File: config.mk
export PLATFORM = sky130hd
export DESIGN_NAME = radiotap_field_locator_unit
export DESIGN_NICKNAME = d
export VERILOG_FILES = /design/src/design/rfl_pkg.sv /design/src/design/rfl_ctrl.sv /design/src/design/rfl_datapath.sv /design/src/design/radiotap_field_locator_unit.sv
export SDC_FILE = /design/constraint.sdc
export NUM_CORES = 1
export LEC_CHECK = 0
export ABC_AREA = 0
export BUFFER_PORTS_ARGS = -buffer_cell sky130_fd_sc_hd__buf_2
export CORE_MARGIN = 5
export CORE_UTILIZATION = 56
export CTS_CLUSTER_SIZE = 30
export DETAILED_ROUTE_END_ITERATION = 6
export PLACE_DENSITY_LB_ADDON = 0.3
export SYNTH_ARGS = -nofsm -noshare
export SYNTH_HDL_FRONTEND = slang
export SYNTH_HIERARCHICAL = 1
export SYNTH_SLANG_ARGS = --single-unit
File: constraint.sdc
create_clock -name clk -period 7.4 [get_ports clk]
set_input_delay 0 -clock clk [delete_from_list [all_inputs] [get_ports clk]]
set_output_delay 0 -clock clk [all_outputs]
set_load 0.05 [all_outputs]
File: src/design/rfl_pkg.sv
// ----------------------------------------------------------------------------
// Radiotap field locator package
// Item types, result codes, the field size/alignment table and the
// command/status bundles shared by the controller and the datapath.
// ----------------------------------------------------------------------------
`default_nettype none

package rfl_pkg;

  // Number of entries in the known field table (presence bits 0 to 21).
  localparam int TABLE_LEN = 22;
  // Presence word counter width, wide enough for the largest word limit.
  localparam int WORDS_W   = 4;
  // Running offset width. The start offset is at most 64 and the table
  // holds well under 100 bytes of fields, so 9 bits never overflow.
  localparam int OFF_W     = 9;
  // Header end is 4 plus a 16-bit length.
  localparam int END_W     = 17;
  localparam int IDX_W     = 5;

  // Result status codes.
  localparam logic [1:0] ST_FIELD     = 2'd0;
  localparam logic [1:0] ST_EMPTY     = 2'd1;
  localparam logic [1:0] ST_MALFORMED = 2'd2;

  typedef struct packed {
    logic [31:0] present_word;
    logic [15:0] header_length;
  } word_item_t;

  typedef struct packed {
    logic [1:0]  status;
    logic [4:0]  field_index;
    logic [15:0] field_offset;
    logic [3:0]  field_size;
    logic        last;
  } result_item_t;

  typedef struct packed {
    logic [3:0] size;
    logic [3:0] align;
  } field_meta_t;

  // Controller to datapath.
  typedef struct packed {
    logic take;  // a presence word is accepted this cycle
    logic step;  // produce one result into the output register
  } rfl_cmd_t;

  // Datapath to controller.
  typedef struct packed {
    logic ends_header;  // the offered word closes the header
    logic slot_free;    // output register can take a new result
    logic step_last;    // the result produced by a step is the final one
  } rfl_status_t;

  // Size and alignment of each known radiotap field.
  function automatic field_meta_t field_meta(input logic [IDX_W-1:0] idx);
    field_meta_t m;
    case (idx)
      5'd0:    m = '{size: 4'd8,  align: 4'd8};
      5'd3:    m = '{size: 4'd4,  align: 4'd2};
      5'd4,
      5'd7,
      5'd8,
      5'd9,
      5'd14,
      5'd15:   m = '{size: 4'd2,  align: 4'd2};
      5'd18,
      5'd20:   m = '{size: 4'd8,  align: 4'd4};
      5'd19:   m = '{size: 4'd3,  align: 4'd1};
      5'd21:   m = '{size: 4'd12, align: 4'd2};
      default: m = '{size: 4'd1,  align: 4'd1};
    endcase
    return m;
  endfunction

endpackage

`default_nettype wire

File: src/design/rfl_ctrl.sv
// ----------------------------------------------------------------------------
// Radiotap field locator controller
// Two-state sequencer: takes presence words while idle, then steps the
// datapath through the field walk one result at a time.
// ----------------------------------------------------------------------------
`default_nettype none

module rfl_ctrl
  import rfl_pkg::*;
(
  input  wire logic  clk,
  input  wire logic  rst,
  input  wire logic  word_valid,
  output logic       word_ready,
  input  wire rfl_status_t sts,
  output rfl_cmd_t   cmd
);

  localparam logic S_IDLE = 1'b0;
  localparam logic S_RUN  = 1'b1;

  logic state;
  logic state_next;

  always_comb begin
    word_ready = (state == S_IDLE);
    cmd.take   = word_valid && (state == S_IDLE);
    cmd.step   = (state == S_RUN) && sts.slot_free;
    state_next = state;
    case (state)
      S_IDLE: begin
        if (cmd.take && sts.ends_header) begin
          state_next = S_RUN;
        end
      end
      S_RUN: begin
        if (cmd.step && sts.step_last) begin
          state_next = S_IDLE;
        end
      end
      default: state_next = S_IDLE;
    endcase
  end

  always_ff @(posedge clk) begin
    if (rst) begin
      state <= S_IDLE;
    end else begin
      state <= state_next;
    end
  end

endmodule

`default_nettype wire

File: src/design/rfl_datapath.sv
// ----------------------------------------------------------------------------
// Radiotap field locator datapath
// Word counter, saved first bitmap and length, field walk registers and the
// output register.
// ----------------------------------------------------------------------------
`default_nettype none

module rfl_datapath
  import rfl_pkg::*;
#(
  parameter int MAX_WORDS  = 8,
  parameter int NUM_FIELDS = 22
) (
  input  wire logic   clk,
  input  wire logic   rst,
  input  wire rfl_cmd_t cmd,
  output rfl_status_t sts,
  input  wire word_item_t word,
  output logic        result_valid,
  input  wire logic   result_ready,
  output result_item_t result
);

  localparam int WALK_LEN = (NUM_FIELDS < TABLE_LEN) ? NUM_FIELDS : TABLE_LEN;
  localparam logic [TABLE_LEN-1:0] WALK_MASK =
    TABLE_LEN'(((TABLE_LEN+1)'(1) << WALK_LEN) - (TABLE_LEN+1)'(1));

  logic [WORDS_W-1:0]   words_seen;
  logic [TABLE_LEN-1:0] first_bitmap;
  logic [15:0]          saved_length;
  logic [TABLE_LEN-1:0] remaining;
  logic [OFF_W-1:0]     offset;
  logic [END_W-1:0]     hdr_end;
  logic                 pend_err;

  // Word intake.
  logic [WORDS_W-1:0]   words_next;
  logic                 too_many;
  logic                 word_final;
  logic [TABLE_LEN-1:0] eff_bitmap;
  logic [15:0]          eff_length;
  logic                 short_len;

  always_comb begin
    words_next = words_seen + WORDS_W'(1);
    word_final = !word.present_word[31];
    too_many   = word.present_word[31] && (words_next >= WORDS_W'(MAX_WORDS));
    eff_bitmap = (words_seen == '0) ? word.present_word[TABLE_LEN-1:0] : first_bitmap;
    eff_length = (words_seen == '0) ? word.header_length : saved_length;
    short_len  = eff_length < 16'({words_next, 2'b00});
  end

  // One walk step: lowest remaining bit, aligned offset and overrun check.
  logic [TABLE_LEN-1:0] sel_onehot;
  logic [IDX_W-1:0]     sel_idx;
  field_meta_t          meta;
  logic [OFF_W-1:0]     align_mask;
  logic [OFF_W-1:0]     aligned;
  logic [END_W-1:0]     field_end;
  logic [TABLE_LEN-1:0] rem_after;
  result_item_t         step_res;

  always_comb begin
    sel_onehot = remaining & (~remaining + TABLE_LEN'(1));
    sel_idx    = '0;
    for (int i = TABLE_LEN - 1; i >= 0; i--) begin
      if (remaining[i]) begin
        sel_idx = IDX_W'(i);
      end
    end
    meta       = field_meta(sel_idx);
    align_mask = OFF_W'(meta.align - 4'd1);
    aligned    = (offset + align_mask) & ~align_mask;
    field_end  = END_W'(aligned) + END_W'(meta.size);
    rem_after  = remaining & ~sel_onehot;

    step_res = '{status: ST_FIELD, field_index: 5'd0, field_offset: 16'd0,
                 field_size: 4'd0, last: 1'b1};
    if (pend_err) begin
      step_res.status = ST_MALFORMED;
    end else if (remaining == '0) begin
      step_res.status = ST_EMPTY;
    end else if (field_end > hdr_end) begin
      step_res.status = ST_MALFORMED;
    end else begin
      step_res.field_index  = sel_idx;
      step_res.field_offset = 16'(aligned);
      step_res.field_size   = meta.size;
      step_res.last         = (rem_after == '0);
    end

    sts.ends_header = word_final || too_many;
    sts.slot_free   = !result_valid || result_ready;
    sts.step_last   = step_res.last;
  end

  // Control registers.
  always_ff @(posedge clk) begin
    if (rst) begin
      words_seen   <= '0;
      result_valid <= 1'b0;
    end else begin
      if (cmd.take) begin
        words_seen <= sts.ends_header ? '0 : words_next;
      end
      if (cmd.step) begin
        result_valid <= 1'b1;
      end else if (result_ready) begin
        result_valid <= 1'b0;
      end
    end
  end

  // Payload registers.
  always_ff @(posedge clk) begin
    if (cmd.take) begin
      if (words_seen == '0) begin
        first_bitmap <= word.present_word[TABLE_LEN-1:0];
        saved_length <= word.header_length;
      end
      if (sts.ends_header) begin
        pend_err  <= too_many || short_len;
        remaining <= eff_bitmap & WALK_MASK;
        offset    <= OFF_W'({words_next, 2'b00}) + OFF_W'(4);
        hdr_end   <= END_W'(eff_length) + END_W'(4);
      end
    end
    if (cmd.step) begin
      remaining <= rem_after;
      offset    <= aligned + OFF_W'(meta.size);
      result    <= step_res;
    end
  end

  // A result that is not a located field always closes its header.
  a_nonfield_last: assert property (@(posedge clk) disable iff (rst)
    result_valid && (result.status != ST_FIELD) |-> result.last)
    else $error("non-field result without last");

  // Located fields come from the table and sit past the presence words.
  a_field_sane: assert property (@(posedge clk) disable iff (rst)
    result_valid && (result.status == ST_FIELD) |->
      (result.field_index < 5'(TABLE_LEN)) && (result.field_size != 4'd0) &&
      (result.field_offset >= 16'd8))
    else $error("located field out of range");

  // The word counter wraps back before it reaches the limit.
  a_words_bound: assert property (@(posedge clk) disable iff (rst)
    words_seen < WORDS_W'(MAX_WORDS))
    else $error("presence word count beyond limit");

  // A new result is only written over a slot that is empty or being drained.
  a_no_overwrite: assert property (@(posedge clk) disable iff (rst)
    result_valid && !result_ready |=> $stable(result))
    else $error("pending result overwritten");

endmodule

`default_nettype wire

File: src/design/radiotap_field_locator_unit.sv
// ----------------------------------------------------------------------------
// Radiotap field locator
// Takes the presence words of a radiotap header and reports the aligned
// offset and size of every known field flagged in the first word.
// ----------------------------------------------------------------------------
//
//   Channel   Handshake                   Payload
//   -------   -------------------------   -------------------------------------
//   word      word_valid / word_ready     word_item_t: present_word, header_length
//   result    result_valid / result_ready result_item_t: status, field_index,
//                                         field_offset, field_size, last
//
// A presence word with bit 31 set, below the word limit, is taken and
// gives no result. A word that closes the header is taken, after which
// the controller walks the flagged fields, producing one result per cycle
// while the consumer keeps up, so a header closing with k results holds
// off the next word until its final result is produced.
// The pace is set by the single field-walk step in the datapath: one
// priority pick, one alignment and one overrun compare per result.
// Reset is synchronous and active high; it empties the output register and
// clears the word count and the sequencer. A stalled consumer simply holds
// the walk, and no word is accepted until the final result is produced.
//
// ----------------------------------------------------------------------------
`default_nettype none

module radiotap_field_locator_unit
  import rfl_pkg::*;
#(
  parameter int MAX_WORDS  = 8,
  parameter int NUM_FIELDS = 22
) (
  input  wire logic   clk,
  input  wire logic   rst,
  input  wire logic   word_valid,
  output logic        word_ready,
  input  wire word_item_t word,
  output logic        result_valid,
  input  wire logic   result_ready,
  output result_item_t result
);

  // Commands from the sequencer and status back from the datapath.
  rfl_cmd_t    cmd;
  rfl_status_t sts;

  rfl_ctrl u_ctrl (
    .clk        (clk),
    .rst        (rst),
    .word_valid (word_valid),
    .word_ready (word_ready),
    .sts        (sts),
    .cmd        (cmd)
  );

  // The datapath owns all item storage, including the output register, so
  // a finished result waits there while the walk is paused.
  rfl_datapath #(
    .MAX_WORDS  (MAX_WORDS),
    .NUM_FIELDS (NUM_FIELDS)
  ) u_datapath (
    .clk          (clk),
    .rst          (rst),
    .cmd          (cmd),
    .sts          (sts),
    .word         (word),
    .result_valid (result_valid),
    .result_ready (result_ready),
    .result       (result)
  );

endmodule

`default_nettype wire
==> results of run 1 <==
-- flip-flops by register name, summed over array words and instances, names as in the netlist --
register / cells
u_datapath/remaining: 22
u_datapath/first_bitmap: 22
u_datapath/offset: 9
u_datapath/result_valid: 1
u_datapath/saved_length: 16
u_datapath/result: 21
u_datapath/words_seen: 4
u_datapath/pend_err: 1
u_ctrl/state: 1
u_datapath/hdr_end: 17
-- critical path, delay by kind of cell, from the launching register on --
kind                     cells  cell delay (ns)
multiplexers                 1             0.14
flip-flops                   1             0.46
AO/OA/AOI/OAI               15             3.09
XOR/XNOR                     3             0.67
adder cells (fa/ha/maj)      5             1.63
AND/OR/NAND/NOR              7             0.86
buffers and inverters        1             0.04
-- report_power, final --
group          leakage, nW  internal, mW  switching, mW
sequential            1.08         0.794         0.0456
combinational         1.98         0.296          0.443
clock                0.303         0.589          0.281
total                 3.37          1.68          0.770
-- cell type report --
cell class	instances	share of cell area
Sequential cell	114	0.404
Tap cell	147	0.0221
Inverter	45	0.0206
Clock buffer	23	0.0574
Clock inverter	9	0.0185
Multi-Input combinational cell	453	0.389
Timing Repair Buffer	107	0.0881
-- through the flow --
step | power [mW] | TNS [ns] | cell area [um2] | std cells
after global routing | 2.58 | -0.119 | 8330 | 898
after CTS | 2.42 | 0 | 8240 | 896
after detailed placement | 1.53 | 0 | 7240 | 827
final | 2.45 | 0 | 8330 | 898
after floorplan | 1.38 | 0 | 6860 | 641
after global placement | 1.50 | 0 | 7240 | 827
-- cell families (layout without fill, tap and decap cells) --
family | count (synthesis) | in the layout | share of synthesized area
simple gates | 202 | 202 | 0.155
compound gates | 130 | 130 | 0.123
flops | 114 | 114 | 0.492
buf+inv | 74 | 184 | 0.0480
mux | 45 | 45 | 0.0710
fa+ha+maj | 36 | 36 | 0.0678
xor+xnor | 33 | 33 | 0.0423
other cells | 1 | 7 | 0.000549
-- metal layers --
metal  routed length [um]  track usage  share of wire  up-vias
li1                     -            -              -     2515
met1                 6730        0.298           0.44     2502
met2                 7200        0.339           0.47      213
met3                 1120       0.0552          0.073       24
met4                  310       0.0807          0.020        0
met5                    0            0              0        -
-- synth_stat cells (all sizes together) (7+ instances only) --
master	count	area share
a21o	7	0.0077
a21oi	46	0.034
and2	7	0.0066
buf	15	0.015
clkbuf	14	0.0077
edfxtp	108	0.47
ha	33	0.060
inv	45	0.025
mux2	28	0.046
mux2i	17	0.025
nand2	55	0.030
nand3	13	0.0095
nand4	9	0.010
nor2	61	0.034
nor3	10	0.0081
nor4	12	0.021
o21a	8	0.0088
o21ai	26	0.019
o31ai	9	0.011
or4	7	0.0077
xnor2	22	0.028
xor2	11	0.014
-- worst min path at each step --
stage | from | slack (ns) | end
4_1_cts | word[6] | 0.01 | u_datapath/saved_length[6]
5_1_grt | word[6] | 0.06 | u_datapath/saved_length[6]
6_report | word[8] | 0.04 | u_datapath/saved_length[8]
3_5_place_dp | rst | 0.24 | u_datapath/result_valid
2_1_floorplan | rst | 0.07 | u_datapath/result_valid
3_3_place_gp | rst | 0.23 | u_datapath/result_valid
-- what timing repair did --
action	in CTS	in global routing
setup endpoints to repair	0	20
endpoints found under the hold margin	43	0
setup buffers	0	2
hold buffers	37	0
gates resized for setup	0	14
==> key figures, run 1 <==
Outcome
  – Outcome: completed

Logic synthesis
  – Synthesis-stage register bit count: 114
  – Dominant synthesized flop cell: edfxtp_1
  – Cells after Synth: 635
  – Synth unique cells: 69
  – Synth async-reset ratio: 0
  – Synthesis warning total: 6
  – Syn_area_per_cell: 10.8 um2
  – Sequential-to-total area share from yosys stat: 0.492
  – Number of synthesized flops with an enable pin: 108
  – Mapped Area: 6830 um2

Layout
  – Most common cell after layout, fill and taps aside: edfxtp_1
  – Ant diodes: 0
  – Multi-input gate area: 3240 um2
  – Fin util: 0.693
  – Fillers: 841
  – Most frequent cells in the layout: edfxtp_1 (108), buf_2 (65), nor2_1 (61)
  – Area Growth Syn to Fin: 21.9%
  – Sequential cell area: 3360 um2
  – Layout cells sized above 1: 0.208
  – Final nets: 825

Worst setup path
  – Worst path slowest cell: a2111oi_2
  – Worst r2r src: u_datapath/remaining[20]
  – Critical Path End Type: register
  – Reg2reg end: u_ctrl/state
  – CP most frequent cell: ha_1
  – Req. time, crit path: 7.73 ns
  – CP endpoint: u_ctrl/state
  – Slowest stage delay, CP: 0.48 ns
  – Worst r2r path cells: 32
  – CP Max Fanout: 6
  – Crit path launch: u_datapath/remaining[20]
  – Reg2reg setup slack: 0.41 ns
  – Critical path class: register to register
  – Startpoint types: register
  – CP arrival: 7.31 ns

Die
  – Core Area: 12000 um2
  – Die ar.: 14500 um2
  – Die width: 120 um
  – I/O pin count: 82
  – FP Rows: 40
  – Initial Util: 0.569
  – Die Span Y: 120 um

Global routing
  – Global-route wire length before repair: 25100 um
  – Antenna violations before repair: 0
  – Total GRT Usage: 0.218
  – Vias in the first global route: 5140
  – Gr ovfl total: 0
  – Largest net degree at the start of global routing: 59

STA
  – Slew Limit Fails: 0
  – Final Critical Period: 6.99 ns
  – Worst hold slack: 0.0409 ns
  – Worst Max-Slew Pin Slew: 0.987 ns
  – PnR worst setup slack: 0.414 ns
  – Tcrit/Tclk final: 0.944
  – Setup Skew: 0.00963 ns
  – Hold Vio Cnt, Final: 0
  – # setup viols final: 0
  – Fmax: 143 MHz
  – Worst relative slew slack: 0.342

Pwr
  – Pleak: 3.37 nW
  – Cell Pwr Density: 294 nW/um2
  – Maximum VDD drop: 0.230 mV

Job
  – Max-cap violation count: 0

Worst hold path
  – Worst Hold Depth: 3
  – Hold Crit Class: input port to register

Place
  – Worst slack at placement: 0.214 ns
  – GPL Wtd Cong: 0.884
  – PortBufs: 65
  – DP HPWL: 10300 um

Clocking
  – CTS tree: built
  – Clk slew on worst S/H paths: 0.05 ns
  – Clock Latency Late Sink: 0.42 ns
  – Root Driver: clkbuf_16
  – Clock sink count: 114
  – CTS buffer count: 17
  – Clk buf depth: 2
  – H-tree Lvls: 4

Routing
  – Final WL: 15400 um
  – Wire per inst: 17.1 um
  – TritonRoute pass-1 iters: 5
  – Detail Route Antenna Nets: 0
  – Vias: 5254
  – DR vias/cell: 5.85
  – Drt drc: 0
  – DRT iter0 DRCs: 398
No activity file was read; power rests on OpenSTA's default activity.
==> run 2: changes to the inputs <==
--- a/config.mk
+++ b/config.mk
@@ -7,11 +7,12 @@
 export LEC_CHECK = 0
 export ABC_AREA = 0
 export BUFFER_PORTS_ARGS = -buffer_cell sky130_fd_sc_hd__buf_2
-export CORE_MARGIN = 5
+export CORE_MARGIN = 1
 export CORE_UTILIZATION = 56
 export CTS_CLUSTER_SIZE = 30
 export DETAILED_ROUTE_END_ITERATION = 6
 export PLACE_DENSITY_LB_ADDON = 0.3
+export REMOVE_ABC_BUFFERS = 1
 export SYNTH_ARGS = -nofsm -noshare
 export SYNTH_HDL_FRONTEND = slang
 export SYNTH_HIERARCHICAL = 1
==> run 2 against run 1 <==
Sequential share of layout area decreased by 0.061 points. Largest cell class unchanged. Combinational power hardly changed. Critical endpoint unchanged. Core utilization rose by 2.2 points. Highest routed layer unchanged. Sequential power is essentially flat. Largest power group is now registers. Critical path type unchanged.
==> key figures, run 2 (synthesis gave the netlist of run 1 again) <==
Global routing
  – Vias in the first global route: 5136 (-0.078%)
  – Global-route wire length before repair: 25100 um (+0.11%)
  – Total GRT Usage: 0.257 (+0.0391)
  – Gr ovfl total: 0 (unchanged)
  – Largest net degree at the start of global routing: 59 (unchanged)
  – Antenna violations before repair: 0 (unchanged)

Layout
  – Most frequent cells in the layout: edfxtp_1 (108), buf_2 (65), nor2_1 (61)
  – Area Growth Syn to Fin: 22.0%
  – Layout cells sized above 1: 0.215 (+0.00760)
  – Largest regs: u_datapath/first_bitmap x22, u_datapath/remaining x22, u_datapath/result x21
  – Ant diodes: 0 (unchanged)
  – Fillers: 814 (-3.2%)
  – Post-Layout Cell Count: 900 (+0.22%)
  – Most common cell after layout, fill and taps aside: edfxtp_1
  – Final nets: 832 (+0.85%)
  – Fin util: 0.715 (+0.0218)

STA
  – Setup Skew: 0.00864 ns (-0.000982 ns)
  – # setup viols final: 0 (unchanged)
  – Hold Vio Cnt, Final: 0 (unchanged)
  – Slew Limit Fails: 0 (unchanged)
  – Worst Max-Slew Pin Slew: 1.03 ns (+0.0440 ns)
  – PnR worst setup slack: 0.418 ns (+0.00405 ns)
  – Worst hold slack: 0.0250 ns (-0.0159 ns)
  – Final Critical Period: 6.98 ns (-0.00405 ns)
  – Fmax: 143 MHz (about the same)
  – Tcrit/Tclk final: 0.943 (about the same)
  – Worst relative slew slack: 0.313 (-0.0293)

Clocking
  – Clk slew on worst S/H paths: 0.06 ns (about the same)
  – CTS buffer count: 17 (unchanged)
  – Root Driver: clkbuf_16
  – Clk buf depth: 2 (unchanged)
  – H-tree Lvls: 4 (unchanged)
  – Clock sink count: 114 (unchanged)
  – CTS tree: built
  – Clock Latency Late Sink: 0.42 ns (about the same)

Place
  – PortBufs: 65 (unchanged)
  – DP HPWL: 9940 um (-3.3%)
  – Worst slack at placement: 0.0423 ns (-0.171 ns)
  – Dpl cells: 825 (-0.24%)
  – GPL Wtd Cong: 0.880 (-0.44%)

Die
  – FP Rows: 39 (-2.5%)
  – Die Span Y: 112 um (-6.6%)
  – Initial Util: 0.586 (+0.0170)
  – Die width: 112 um (-6.6%)
  – Die ar.: 12600 um2 (-13%)
  – I/O pin count: 82 (unchanged)
  – Core Area: 11700 um2 (-2.9%)

Routing
  – Final WL: 15100 um (-1.9%)
  – DRT iter0 DRCs: 410 (+3.0%)
  – Detail Route Antenna Nets: 0 (unchanged)
  – Wire per inst: 16.7 um (-2.1%)
  – Drt drc: 0 (unchanged)
  – Vias: 5249 (-0.095%)
  – DR vias/cell: 5.83 (-0.32%)
  – TritonRoute pass-1 iters: 6 (+1)

Pwr
  – Pleak: 3.37 nW (+0.14%)
  – Sequential Power Share: 0.347 (+0.004)
  – Maximum VDD drop: 0.179 mV (-22%)
  – Cell Pwr Density: 290 nW/um2 (-1.4%)
  – Clock Power Share: 0.347 (-0.008)
  – Switching power: 0.770 mW (about the same)
  – Power Internal: 1.65 mW (-1.8%)
  – Combinational fraction of design power: 0.306 (+0.004)
  – Switch share: 0.318 (+0.00403)

Worst setup path
  – Worst path slowest cell: a2111oi_2
  – CP arrival: 7.31 ns (about the same)
  – Critical Path End Type: register
  – CP Max Fanout: 4 (-2)
  – CP most frequent cell: a21oi_1
  – Slowest stage delay, CP: 0.48 ns (about the same)
  – Reg2reg setup slack: 0.42 ns (about the same)
  – Critical path class: register to register
  – Req. time, crit path: 7.73 ns (about the same)
  – Startpoint types: register

Job
  – Max-cap violation count: 0 (unchanged)

Outcome
  – Outcome: completed

Worst hold path
  – Hold Crit Class: input port to register
[run 2: layout make-up]
cell class              count  area [um2]  share of cell area
flip-flops and latches    114        3360               0.403
multi-input cells         453        3240               0.389
repair buffers            114         788              0.0945
clock buffers              18         429              0.0515
well taps                 143         179              0.0215
inverters                  45         171              0.0206
clock inverters            13         168              0.0201
[run 2: routing by layer]
metal	vias up	wire [um]	global-route usage	part of all wire
met2	169	7200	0.422	0.48
met5	-	0	0	0
li1	2541	-	-	-
met3	27	869	0.0680	0.058
met1	2512	6720	0.329	0.45
met4	0	278	0.0969	0.018
[run 2: worst paths after layout]
| check | depth (start not counted) | end | from |
|---|---|---|---|
| setup / recovery | 31 | u_ctrl/state | u_datapath/remaining[20] |
| hold / removal | 3 | u_datapath/saved_length[10] | word[10] |
| setup reg to reg | 31 | u_ctrl/state | u_datapath/remaining[20] |
| hold reg to reg | 1 | u_datapath/first_bitmap[9] | u_datapath/first_bitmap[9] |
[run 2: critical path: cells and delay by family (launching register included)]
kind	cells	cell delay (ns)
compound gates	19	3.95
fa+ha+maj	3	0.91
buf+inv	2	0.24
flops	1	0.43
mux	2	0.77
simple gates	5	0.57
[run 2: per-stage QoR]
step	TNS [ns]	cell area, um2	total power [mW]
after detailed placement	0	7250	1.53
after global routing	-0.662	8340	2.55
after CTS	-0.00323	8230	2.40
final	0	8340	2.42
after floorplan	0	6700	1.37
after global placement	0	7250	1.50
[run 2: power groups by stage]
stage / clock network (mW) / logic, mW / registers (mW)
floorplan: 0 / 0.508 / 0.866
global placement: 0 / 0.657 / 0.844
detailed placement: 0 / 0.682 / 0.849
CTS: 0.850 / 0.710 / 0.837
global route: 0.879 / 0.824 / 0.845
finish: 0.839 / 0.741 / 0.839
[run 2: repair_timing]
action	4_1_cts	5_1_grt
setup endpoints to repair	5	21
resized for setup	1	15
cloned	0	0
hold buffers	38	0
pin swaps	0	4
hold endpoints to repair	46	0
setup buffers	0	6
==> run 3: changes to the inputs <==
--- a/config.mk
+++ b/config.mk
@@ -12,8 +12,8 @@
 export CTS_CLUSTER_SIZE = 30
 export DETAILED_ROUTE_END_ITERATION = 6
 export PLACE_DENSITY_LB_ADDON = 0.3
-export REMOVE_ABC_BUFFERS = 1
 export SYNTH_ARGS = -nofsm -noshare
 export SYNTH_HDL_FRONTEND = slang
 export SYNTH_HIERARCHICAL = 1
 export SYNTH_SLANG_ARGS = --single-unit
+export TNS_END_PERCENT = 10
==> run 3 against run 2 <==
Sequential cell count unchanged. Die area unchanged. Clock power up 1%. Sequential power about the same. Clock skew up 0.0022 ns. Register-to-register slack better by 0.095 ns. Worst hold slack better by 0.012 ns. Setup slack better by 0.095 ns. Core utilization down 0.64 points. Final cell count down 0.89%.
==> key figures, run 3 (synthesis gave the netlist of run 1 again) <==
Outcome
  – Outcome: completed

Routing
  – TritonRoute pass-1 iters: 5 (-1)
  – DR vias/cell: 5.95 (+2.0%)
  – Final WL: 15500 um (+3.0%)
  – Detail Route Antenna Nets: 0 (unchanged)
  – Vias: 5307 (+1.1%)
  – Wire per inst: 17.4 um (+3.9%)
  – DRT iter0 DRCs: 349 (-15%)
  – Drt drc: 0 (unchanged)

Clocking
  – Clk buf depth: 2 (unchanged)
  – Clock sink count: 114 (unchanged)
  – H-tree Lvls: 4 (unchanged)
  – CTS buffer count: 17 (unchanged)
  – Clk slew on worst S/H paths: 0.05 ns (about the same)
  – CTS tree: built
  – Root Driver: clkbuf_16
  – Clock Latency Late Sink: 0.42 ns (about the same)

Layout
  – Ant diodes: 0 (unchanged)
  – Most common cell after layout, fill and taps aside: edfxtp_1
  – Fillers: 797 (-2.1%)
  – Post-Layout Cell Count: 892 (-0.89%)
  – Most frequent cells in the layout: edfxtp_1 (108), buf_2 (65), nor2_1 (61)
  – Layout cells sized above 1: 0.206 (-0.00972)
  – Area Growth Syn to Fin: 20.9%
  – Largest regs: u_datapath/first_bitmap x22, u_datapath/remaining x22, u_datapath/result x21
  – Final nets: 823 (-1.1%)

Place
  – DP HPWL: 10200 um (+2.3%)
  – Dpl cells: 824 (-0.12%)
  – PortBufs: 65 (unchanged)
  – GPL Wtd Cong: 0.881 (+0.16%)

Die
  – Initial Util: 0.586 (unchanged)
  – Die ar.: 12600 um2 (unchanged)
  – I/O pin count: 82 (unchanged)
  – Core Area: 11700 um2 (unchanged)
  – FP Rows: 39 (unchanged)
  – Die width: 112 um (unchanged)
  – Die Span Y: 112 um (unchanged)

Pwr
  – Cell Pwr Density: 293 nW/um2 (+0.93%)
  – Maximum VDD drop: 0.224 mV (+25%)
  – Pleak: 3.35 nW (-0.63%)

Worst setup path
  – Startpoint types: register
  – Req. time, crit path: 7.72 ns (about the same)
  – Critical Path End Type: register
  – Slowest stage delay, CP: 0.44 ns (-0.04 ns)
  – CP arrival: 7.20 ns (-0.11 ns)
  – CP most frequent cell: ha_1
  – Worst path slowest cell: edfxtp_1
  – Critical path class: register to register
  – CP Max Fanout: 6 (+2)

STA
  – Worst relative slew slack: 0.309 (-0.00360)
  – Worst Max-Slew Pin Slew: 1.04 ns (+0.00540 ns)
  – Fmax: 145 MHz (+1.4%)
  – # setup viols final: 0 (unchanged)
  – Tcrit/Tclk final: 0.931 (-0.0129)
  – Setup Skew: 0.0108 ns (+0.00220 ns)
  – Worst hold slack: 0.0372 ns (+0.0122 ns)
  – Final Critical Period: 6.89 ns (-0.0954 ns)
  – Slew Limit Fails: 0 (unchanged)
  – RSZ-0062 raised after global routing: false
  – Hold Vio Cnt, Final: 0 (unchanged)
  – Setup_tns: 0 ns (unchanged)

Global routing
  – Global-route wire length before repair: 25600 um (+1.8%)
  – Largest net degree at the start of global routing: 59 (unchanged)
  – Vias in the first global route: 5199 (+1.2%)
  – Total GRT Usage: 0.260 (+0.00286)
  – Gr ovfl total: 0 (unchanged)
  – Antenna violations before repair: 0 (unchanged)

Job
  – Max-cap violation count: 0 (unchanged)

Worst hold path
  – Hold Crit Class: input port to register
## run 3: cell count changes in the layout (fill, tap and decap cells not counted), sizes merged
cell | previous run | this run
clkbuf | 18 | 27
dlygate4sd3 | 38 | 35
clkinv | 6 | 2
buf | 76 | 70
clkinvlp | 3 | 0
bufinv | 4 | 3
## run 3: critical path, delay by kind of cell (launching register included)
kind                       cells  cell delay, ns
AOI/OAI and AO/OA             15            3.04
muxes                          1            0.15
and+or+nand+nor                7            0.88
adders and majority gates      5            1.61
DFF                            1            0.44
xor gates and xnor gates       3            0.64
buffers and inverters          1            0.04
## run 3: power breakdown
group | switching [mW] | leakage, nW | internal (mW)
sequential | 0.0458 | 1.08 | 0.794
clock | 0.274 | 0.302 | 0.573
combinational | 0.442 | 1.97 | 0.289
total | 0.763 | 3.35 | 1.66
## run 3: metrics by stage
| stage | utilization | setup WS, ns | power, mW | instance area (um2) |
|---|---|---|---|---|
| after floorplan | - | 0.916 | 1.38 | 6860 |
| after global placement | 0.621 | 0.383 | 1.50 | 7240 |
| after detailed placement | 0.621 | 0.183 | 1.53 | 7240 |
| after CTS | 0.703 | 0.107 | 2.40 | 8200 |
| after global routing | 0.709 | 0.0107 | 2.53 | 8260 |
| final | 0.709 | 0.514 | 2.42 | 8260 |
## run 3: final timing paths
check | start | slack (ns) | endpoint | depth (start not counted)
hold reg to reg | u_datapath/words_seen[3] | 0.54 | u_datapath/words_seen[3] | 1
hold / removal | word[10] | 0.04 | u_datapath/saved_length[10] | 3
setup / recovery | u_datapath/remaining[20] | 0.51 | u_ctrl/state | 32
setup reg to reg | u_datapath/remaining[20] | 0.51 | u_ctrl/state | 32
## run 3: area by class of cell
cell class | instances | area (um2) | share of cell area
multi-input cells | 453 | 3220 | 0.390
inverters | 45 | 171 | 0.0207
well taps | 143 | 179 | 0.0217
repair buffers | 105 | 713 | 0.0863
flip-flops and latches | 114 | 3360 | 0.407
clock inverters | 5 | 100 | 0.0121
clock buffers | 27 | 513 | 0.0621
## run 3: metal layers
metal  global-route usage  vias up  share of wire  wire length (um)
met4                0.106        0          0.018               284
met2                0.413      199           0.47              7230
met1                0.350     2560           0.46              7080
met5                    0        -              0                 0
li1                     -     2518              -                 -
met3               0.0556       30          0.059               913
## run 3: timing repair
action,4_1_cts,5_1_grt
buffers inserted,0,1
hold buffers,35,0
resized for setup,0,12
endpoints found under the setup margin,0,21
hold endpoints to repair,40,0
